`src/rtl/core/ihex_pkg.sv`:
```
// ihex_pkg: shared types, codes and the hex digit decoder of the hex record parser
// depends on nothing; imported by intel_hex_record_parser
`default_nettype none

package ihex_pkg;

    localparam int CHAR_W     = 8;
    localparam int POS_W      = 10;
    localparam int BYTE_W     = 8;
    localparam int ADDR_W     = 32;
    localparam int HALF_W     = 16;
    localparam int STATUS_W   = 4;
    localparam int OUT_DATA_W = 72;

    localparam logic [CHAR_W-1:0] CHAR_COLON   = 8'h3A;
    localparam logic [POS_W-1:0]  POS_MAX      = 10'd1023;
    localparam logic [POS_W-1:0]  MIN_LINE_LEN = 10'd11;

    localparam logic [BYTE_W-1:0] REC_DATA    = 8'h00;
    localparam logic [BYTE_W-1:0] REC_EXT_LIN = 8'h04;
    localparam logic [BYTE_W-1:0] EXT_LEN     = 8'h02;

    localparam logic KIND_DATA   = 1'b0;
    localparam logic KIND_STATUS = 1'b1;

    typedef enum logic [STATUS_W-1:0] {
        ST_OK          = 4'd0,
        ST_NO_COLON    = 4'd1,
        ST_SHORT       = 4'd2,
        ST_BAD_LEN     = 4'd3,
        ST_BAD_ADDR    = 4'd4,
        ST_BAD_DATA    = 4'd5,
        ST_BAD_CSUM_DG = 4'd6,
        ST_CSUM        = 4'd7,
        ST_EXT_LEN     = 4'd8,
        ST_TYPE        = 4'd9
    } t_status;

    typedef struct packed {
        logic       valid;
        logic [3:0] value;
    } t_digit;

    function automatic t_digit hex_digit(input logic [CHAR_W-1:0] c);
        t_digit d;
        d.valid = 1'b1;
        d.value = 4'd0;
        if (c inside {[8'h30:8'h39]}) begin
            d.value = 4'(c - 8'h30);
        end else if (c inside {[8'h61:8'h66]}) begin
            d.value = 4'(c - 8'h57);
        end else if (c inside {[8'h41:8'h46]}) begin
            d.value = 4'(c - 8'h37);
        end else begin
            d.valid = 1'b0;
        end
        return d;
    endfunction

endpackage

`default_nettype wire

```
`src/rtl/core/intel_hex_record_parser.sv`:
```
// intel_hex_record_parser: one character a word, decodes hex records into data bytes and status
// result word registered from the accepted character; 1 character per cycle unless stalled
// the line state registers and one output register hold everything, set by a single decode pass
// a new character is taken whenever the output register is empty or being drained
// synchronous active-low reset clears line state, both address halves and the output valid
// depends on ihex_pkg
`default_nettype none

module intel_hex_record_parser
    import ihex_pkg::*;
(
    input  wire logic                  i_clk,
    input  wire logic                  i_rst_n,
    input  wire logic                  s_axis_tvalid,
    output logic                       s_axis_tready,
    input  wire logic [CHAR_W-1:0]     s_axis_tdata,   // char_in
    input  wire logic                  s_axis_tlast,   // end_of_line
    output logic                       m_axis_tvalid,
    input  wire logic                  m_axis_tready,
    // data_byte, byte_address, byte_index, record_type, status, data_count, zero pad
    output logic [OUT_DATA_W-1:0]      m_axis_tdata,
    output logic                       m_axis_tuser    // result_kind
);

    logic [POS_W-1:0]  r_pos, n_pos;
    logic [3:0]        r_hi, n_hi;
    logic [BYTE_W-1:0] r_len, n_len;
    logic [BYTE_W-1:0] r_sum, n_sum;
    logic [BYTE_W-1:0] r_type, n_type;
    logic [HALF_W-1:0] r_addr_lo, n_addr_lo;
    logic [HALF_W-1:0] r_addr_hi, n_addr_hi;
    logic [BYTE_W-1:0] r_dpos, n_dpos;
    logic [HALF_W-1:0] r_ext, n_ext;
    t_status           r_err, n_err;

    logic                  r_valid;
    logic [OUT_DATA_W-1:0] r_data, n_data;
    logic                  r_kind, n_kind;

    logic                  accept;
    logic                  emit;
    logic [POS_W-1:0]      pos_m1;
    logic [8:0]            k;
    logic [8:0]            lim;
    logic                  in_field;
    t_digit                dg;
    logic [BYTE_W-1:0]     b;
    t_status               st;
    logic [ADDR_W-1:0]     addr;
    logic [POS_W-1:0]      need_len;

    assign s_axis_tready = !r_valid || m_axis_tready;
    assign accept        = s_axis_tvalid && s_axis_tready;
    assign m_axis_tvalid = r_valid;
    assign m_axis_tdata  = r_data;
    assign m_axis_tuser  = r_kind;

    assign pos_m1   = r_pos - 10'd1;
    assign k        = pos_m1[POS_W-1:1];
    assign lim      = {1'b0, r_len} + 9'd4;
    assign in_field = (k == 9'd0) || (k <= lim);
    assign dg       = hex_digit(s_axis_tdata);
    assign b        = {r_hi, dg.value};
    assign addr     = {r_addr_hi, r_addr_lo} + {{(ADDR_W-BYTE_W){1'b0}}, r_dpos};

    always_comb begin
        n_pos     = (r_pos != POS_MAX) ? r_pos + 10'd1 : r_pos;
        n_hi      = r_hi;
        n_len     = r_len;
        n_sum     = r_sum;
        n_type    = r_type;
        n_addr_lo = r_addr_lo;
        n_addr_hi = r_addr_hi;
        n_dpos    = r_dpos;
        n_ext     = r_ext;
        n_err     = r_err;
        emit      = 1'b0;
        n_kind    = KIND_DATA;
        n_data    = '0;
        st        = ST_OK;
        need_len  = '0;

        if (r_pos == '0) begin
            if (s_axis_tdata != CHAR_COLON) begin
                n_err = ST_NO_COLON;
            end
        end else if (r_err == ST_OK && in_field) begin
            if (!dg.valid) begin
                if (k == 9'd0) begin
                    n_err = ST_BAD_LEN;
                end else if (k <= 9'd2) begin
                    n_err = ST_BAD_ADDR;
                end else if (k < lim) begin
                    n_err = ST_BAD_DATA;
                end else begin
                    n_err = ST_BAD_CSUM_DG;
                end
            end else if (r_pos[0]) begin
                n_hi = dg.value;
            end else begin
                n_sum = r_sum + b;
                if (k == 9'd0) begin
                    n_len = b;
                end else if (k == 9'd1) begin
                    n_addr_lo[15:8] = b;
                end else if (k == 9'd2) begin
                    n_addr_lo[7:0] = b;
                end else if (k == 9'd3) begin
                    n_type = b;
                end else if (k < lim) begin
                    if (r_dpos < 8'd2) begin
                        n_ext = {r_ext[7:0], b};
                    end
                    if (!s_axis_tlast) begin
                        emit   = 1'b1;
                        n_kind = KIND_DATA;
                        n_data = {4'd0, r_len, ST_OK, r_type, r_dpos, addr, b};
                    end
                    n_dpos = r_dpos + 8'd1;
                end
            end
        end

        if (s_axis_tlast) begin
            need_len = MIN_LINE_LEN + {1'b0, n_len, 1'b0};
            if (n_err == ST_NO_COLON) begin
                st = ST_NO_COLON;
            end else if (n_pos < MIN_LINE_LEN) begin
                st = ST_SHORT;
            end else if (n_err == ST_BAD_LEN) begin
                st = ST_BAD_LEN;
            end else if (n_pos < need_len) begin
                st = ST_SHORT;
            end else if (n_err != ST_OK) begin
                st = n_err;
            end else if (n_sum != 8'd0) begin
                st = ST_CSUM;
            end else if (n_type == REC_DATA) begin
                st = ST_OK;
            end else if (n_type == REC_EXT_LIN) begin
                if (n_len != EXT_LEN) begin
                    st = ST_EXT_LEN;
                end else begin
                    st        = ST_OK;
                    n_addr_hi = n_ext;
                end
            end else begin
                st = ST_TYPE;
            end

            emit   = 1'b1;
            n_kind = KIND_STATUS;
            n_data = {4'd0, (st == ST_OK) ? n_len : 8'd0, st, n_type, 8'd0,
                      {ADDR_W{1'b0}}, 8'd0};

            n_pos  = '0;
            n_hi   = '0;
            n_len  = '0;
            n_sum  = '0;
            n_type = '0;
            n_dpos = '0;
            n_ext  = '0;
            n_err  = ST_OK;
        end
    end

    always_ff @(posedge i_clk) begin
        if (!i_rst_n) begin
            r_pos     <= '0;
            r_hi      <= '0;
            r_len     <= '0;
            r_sum     <= '0;
            r_type    <= '0;
            r_addr_lo <= '0;
            r_addr_hi <= '0;
            r_dpos    <= '0;
            r_ext     <= '0;
            r_err     <= ST_OK;
            r_valid   <= 1'b0;
        end else begin
            if (accept) begin
                r_pos     <= n_pos;
                r_hi      <= n_hi;
                r_len     <= n_len;
                r_sum     <= n_sum;
                r_type    <= n_type;
                r_addr_lo <= n_addr_lo;
                r_addr_hi <= n_addr_hi;
                r_dpos    <= n_dpos;
                r_ext     <= n_ext;
                r_err     <= n_err;
            end
            if (s_axis_tready) begin
                r_valid <= accept && emit;
            end
        end
    end

    always_ff @(posedge i_clk) begin
        if (accept && emit) begin
            r_data <= n_data;
            r_kind <= n_kind;
        end
    end

    a_eol_clears_line: assert property (@(posedge i_clk) disable iff (!i_rst_n)
        accept && s_axis_tlast |=> r_pos == '0 && r_err == ST_OK)
        else $error("line state not cleared after end of line");

    a_pos_advances: assert property (@(posedge i_clk) disable iff (!i_rst_n)
        accept && !s_axis_tlast |=> r_pos != '0)
        else $error("character position did not advance");

    a_eol_gives_status: assert property (@(posedge i_clk) disable iff (!i_rst_n)
        accept && s_axis_tlast |=> m_axis_tvalid && m_axis_tuser == KIND_STATUS)
        else $error("no status word at end of line");

    a_no_data_after_error: assert property (@(posedge i_clk) disable iff (!i_rst_n)
        accept && !s_axis_tlast && r_pos != '0 && r_err != ST_OK |=> !m_axis_tvalid)
        else $error("word emitted on a line with an error");

endmodule

`default_nettype wire

```
`config.mk`:
```
export PLATFORM = sky130hd
export DESIGN_NAME = intel_hex_record_parser
export DESIGN_NICKNAME = d
export VERILOG_FILES = /design/src/rtl/core/ihex_pkg.sv /design/src/rtl/core/intel_hex_record_parser.sv
export SDC_FILE = /design/constraint.sdc
export NUM_CORES = 1
export LEC_CHECK = 0
export BUFFER_PORTS_ARGS = -buffer_cell sky130_fd_sc_hd__buf_2
export CORE_ASPECT_RATIO = 0.75
export CORE_UTILIZATION = 41
export CTS_CLUSTER_SIZE = 40
export DETAILED_ROUTE_END_ITERATION = 10
export GPL_TIMING_DRIVEN = 0
export REMOVE_ABC_BUFFERS = 1
export SLEW_MARGIN = 25
export SYNTH_ARGS = -nofsm -noshare
export SYNTH_HDL_FRONTEND = slang
export SYNTH_SLANG_ARGS = --single-unit
```
`constraint.sdc`:
```
create_clock -name i_clk -period 6.05 [get_ports i_clk]
set_input_delay 1.21 -clock i_clk [delete_from_list [all_inputs] [get_ports i_clk]]
set_output_delay 1.21 -clock i_clk [all_outputs]
set_load 0.01 [all_outputs]
```
==> summary.md <==
| Metric | Value |
|---|---|
| Status | complete, no violations |
| Initial antenna violation count | 3 |
| Post-DR wirelength/cell | around 18 um |
| Layout cells sized above 1 | a little under a fifth |
| Post-synth EDFFs | roughly 70 |
| Clock latency on the worst-skew pair | ~440 ps |
| Largest net degree at the start of global routing | 56 |
| Top FF cell, synth | dfxtp_1 |
| VDD IR max | roughly 190 uV |
| CP Class | in -> reg |
| CTS Hold Buffers Added | 0 |
| Post-synthesis cell type count | 78 |
| Syn_area_per_cell | ~9.5 sq um |
| Arrival @ worst endpoint | between 6000 and 7000 ps |
| Fin nets | about 1100 |
| Clock transition at path regs | roughly 70 ps |
| First-pass GRT wire length | 40.5 mm |
| Total Wirelength | roughly 26 mm |
| Detail Route Antenna Nets | 0 |
| Final Skew | approximately 18 ps |
| PwrDens | 220 mW/mm^2 |
| Hold Vio Cnt, Final | 0 |
| Most common cell after layout, fill and taps aside | dfxtp_1 |
| PnR worst setup slack | between 150 and 200 ps |
| Die Y | between 100 and 150 um |
| IO Pins | between 80 and 90 |
| Mapped Area | approximately 0.0099 sq mm |
| Yosys Warn Count | 0 |
| TritonCTS buffer count | 17 |
| Mapped Cells | around 1000 |
| DRT Pass-1 Iters | 5 |
| TritonCTS Sinks | around 170 |
| Number of H-tree levels | 4 |
| RePlAce Congestion | 0.829 |
| Die Width | 181 um |
| Max-Cap Viols | 0 |
| Vias per inst | 5.67 |
| Vias | approximately 8000 |
| Layout Cells excl Fill | roughly 1400 |
| Clock Tree Buf Depth | 2 |
| Final TNS setup | 0 ps |
| CP Capture Type | flip-flop |
| Residual DRC | 0 |
| Worst path required time | roughly 6300 ps |
| Ys async rst share | 0% |
| Area growth syn-to-layout | 15.3% |
| DIE AREA | 0.0247 sq mm |
| Maximum clock rate | about 0.17 GHz |
| Slew HR | 34.6% |
| GRT Overall Usage | 21.1% |
| Vias in the first global route | approximately 7200 |
| CTS tree | done |
| Initial Util | 42.4% |
| Row cnt | 48 |
| Pre-CTS setup slack | -1810 ps |
| Setup violators final | 0 |
| PortBufs | between 80 and 90 |
| Worst Path Max Fanout | 6 |
| LEAKAGE | roughly 4.2 nW |
| 1st-iter DRT viols | between 500 and 600 |
| Sequential share of the synthesized area | roughly two fifths |
| Final worst path period share | 96.9% |
| Commonest cells after routing, fill and taps aside | dfxtp_1 (98), nor2b_1 (88), buf_2 (82) |
| Tightest Pin Transition | about 960 ps |
| Filler cell count | between 2000 and 2500 |
| Placed Cells | about 1400 |
| Worst Hold Class | reg -> reg |
| Final Max Tran Viols | 0 |
| CTS Root Cell | clkbuf_16 |
| CORE AREA | 0.0233 sq mm |
| Overflow after GRT | 0 |
| Crit path time final | approximately 5900 ps |
| Worst Setup Start Kind | input port |
| FF+latch count, synth | 168 |
| Dpl hpwl | 17.7 mm |
-- synthesized netlist by cell type, types with 7 or more instances --
cell type	count	area [sq um]
xor2_1	16	140
a22o_1	8	70.1
nand3_1	20	100
nor3b_1	8	60.1
nor4b_1	11	96.3
and3_1	29	181
ha_1	42	526
clkbuf_1	55	206
a31oi_1	7	43.8
nor2_1	57	214
a22oi_1	48	360
a21o_1	12	90.1
xnor2_1	34	298
a21boi_0	10	75.1
inv_1	34	128
mux2_2	17	191
and2_1	11	68.8
edfxtp_1	69	2070
nand4_1	15	93.8
mux2i_1	39	390
nand2_1	65	244
nor3_1	26	130
or3_1	13	81.3
nor4_1	9	56.3
dfxtp_1	99	1980
o21ai_0	36	180
nor2b_1	90	563
a21oi_1	32	160
-- report_power, final --
part / total, W / internal [W] / switching, W
sequential: 0.00120 / 0.00120 / 0.00000597
clock: 0.00113 / 0.000662 / 0.000466
combinational: 0.000175 / 0.0000595 / 0.000115
-- timing repair --
action | in CTS | in global routing
hold endpoints to repair | 0 | 0
buffers inserted | 5 | 7
resized for setup | 18 | 25
gates cloned | 0 | 0
endpoints found under the setup margin | 28 | 27
pin swaps | 3 | 6
-- final cells by class --
type	instances	area [sq um]	area share [%]
flip-flops and latches	168	4060	35.6
repair buffers	98	559	4.91
well taps	300	375	3.30
clock inverters	6	45.0	0.395
inverters	34	130	1.14
diodes	2	5.00	0.0439
clock buffers	26	576	5.05
multi-input cells	768	5650	49.6
-- final timing paths --
check             slack [ps]             from  cells after the start               end
hold reg to reg          490         r_err[3]                      2          r_err[3]
setup reg to reg         410         r_pos[2]                     21  m_axis_tdata[60]
setup / recovery         190  s_axis_tdata[3]                     22  m_axis_tdata[60]
hold / removal           490         r_err[3]                      2          r_err[3]
-- flip-flops by register name, indices dropped and copies added (netlist names) --
| signal | count |
|---|---|
| r_ext | 16 |
| r_hi | 4 |
| m_axis_tuser | 1 |
| r_pos | 10 |
| m_axis_tvalid | 1 |
| r_sum | 8 |
| r_len | 8 |
| r_addr_hi | 16 |
| r_err | 4 |
| m_axis_tdata | 68 |
| r_type | 8 |
| r_addr_lo | 16 |
| r_dpos | 8 |
-- cells by family (layout without fill, tap and decap cells) --
family / count (synthesis) / count (layout) / share of synthesized area [%]
buffers and inverters: 102 / 164 / 4.10
flip-flops: 168 / 168 / 41.0
AO/OA/AOI/OAI: 220 / 220 / 15.8
AND/OR/NAND/NOR: 394 / 394 / 23.0
other: 1 / 6 / 0.0380
multiplexers: 56 / 56 / 5.89
XOR/XNOR: 50 / 50 / 4.43
adder cells (fa/ha/maj): 44 / 44 / 5.73
-- routing by layer --
| metal | track usage (%) | up-vias | wire length [um] |
|---|---|---|---|
| li1 | - | 3908 | - |
| met1 | 32.8 | 3798 | 13400 |
| met2 | 29.0 | 231 | 10400 |
| met3 | 4.85 | 13 | 1800 |
| met4 | 4.61 | 0 | 201 |
| met5 | 0 | - | 0 |
-- worst max-delay path, stage by stage --
cell	delay, ps
buf_2	160
or4b_4	520
a311oi_4	370
o2111ai_4	190
nor2b_4	240
mux2i_4	290
inv_2	90
ha_1	220
nor2_2	140
nor2_1	60
xor2_1	170
ha_1	320
and4_1	220
a211o_1	290
a21oi_1	110
o21ai_0	100
o21bai_2	330
a21oi_1	100
a211oi_2	290
o21ai_2	130
or3_4	450
o21ai_2	150
-- per-stage QoR --
stage / util (%) / hold WS [ps] / area (sq um) / total power [W]
6_report: 48.9 / 488 / 11400 / 0.00250
4_1_cts: 48.1 / 480 / 11200 / 0.00251
3_3_place_gp: 44.6 / 471 / 10400 / 0.00138
5_1_grt: 48.9 / 499 / 11400 / 0.00258
2_1_floorplan: - / 446 / 9610 / 0.00132
3_5_place_dp: 45.0 / 468 / 10500 / 0.00139
Note: power is estimated with default switching activity, not from simulation.
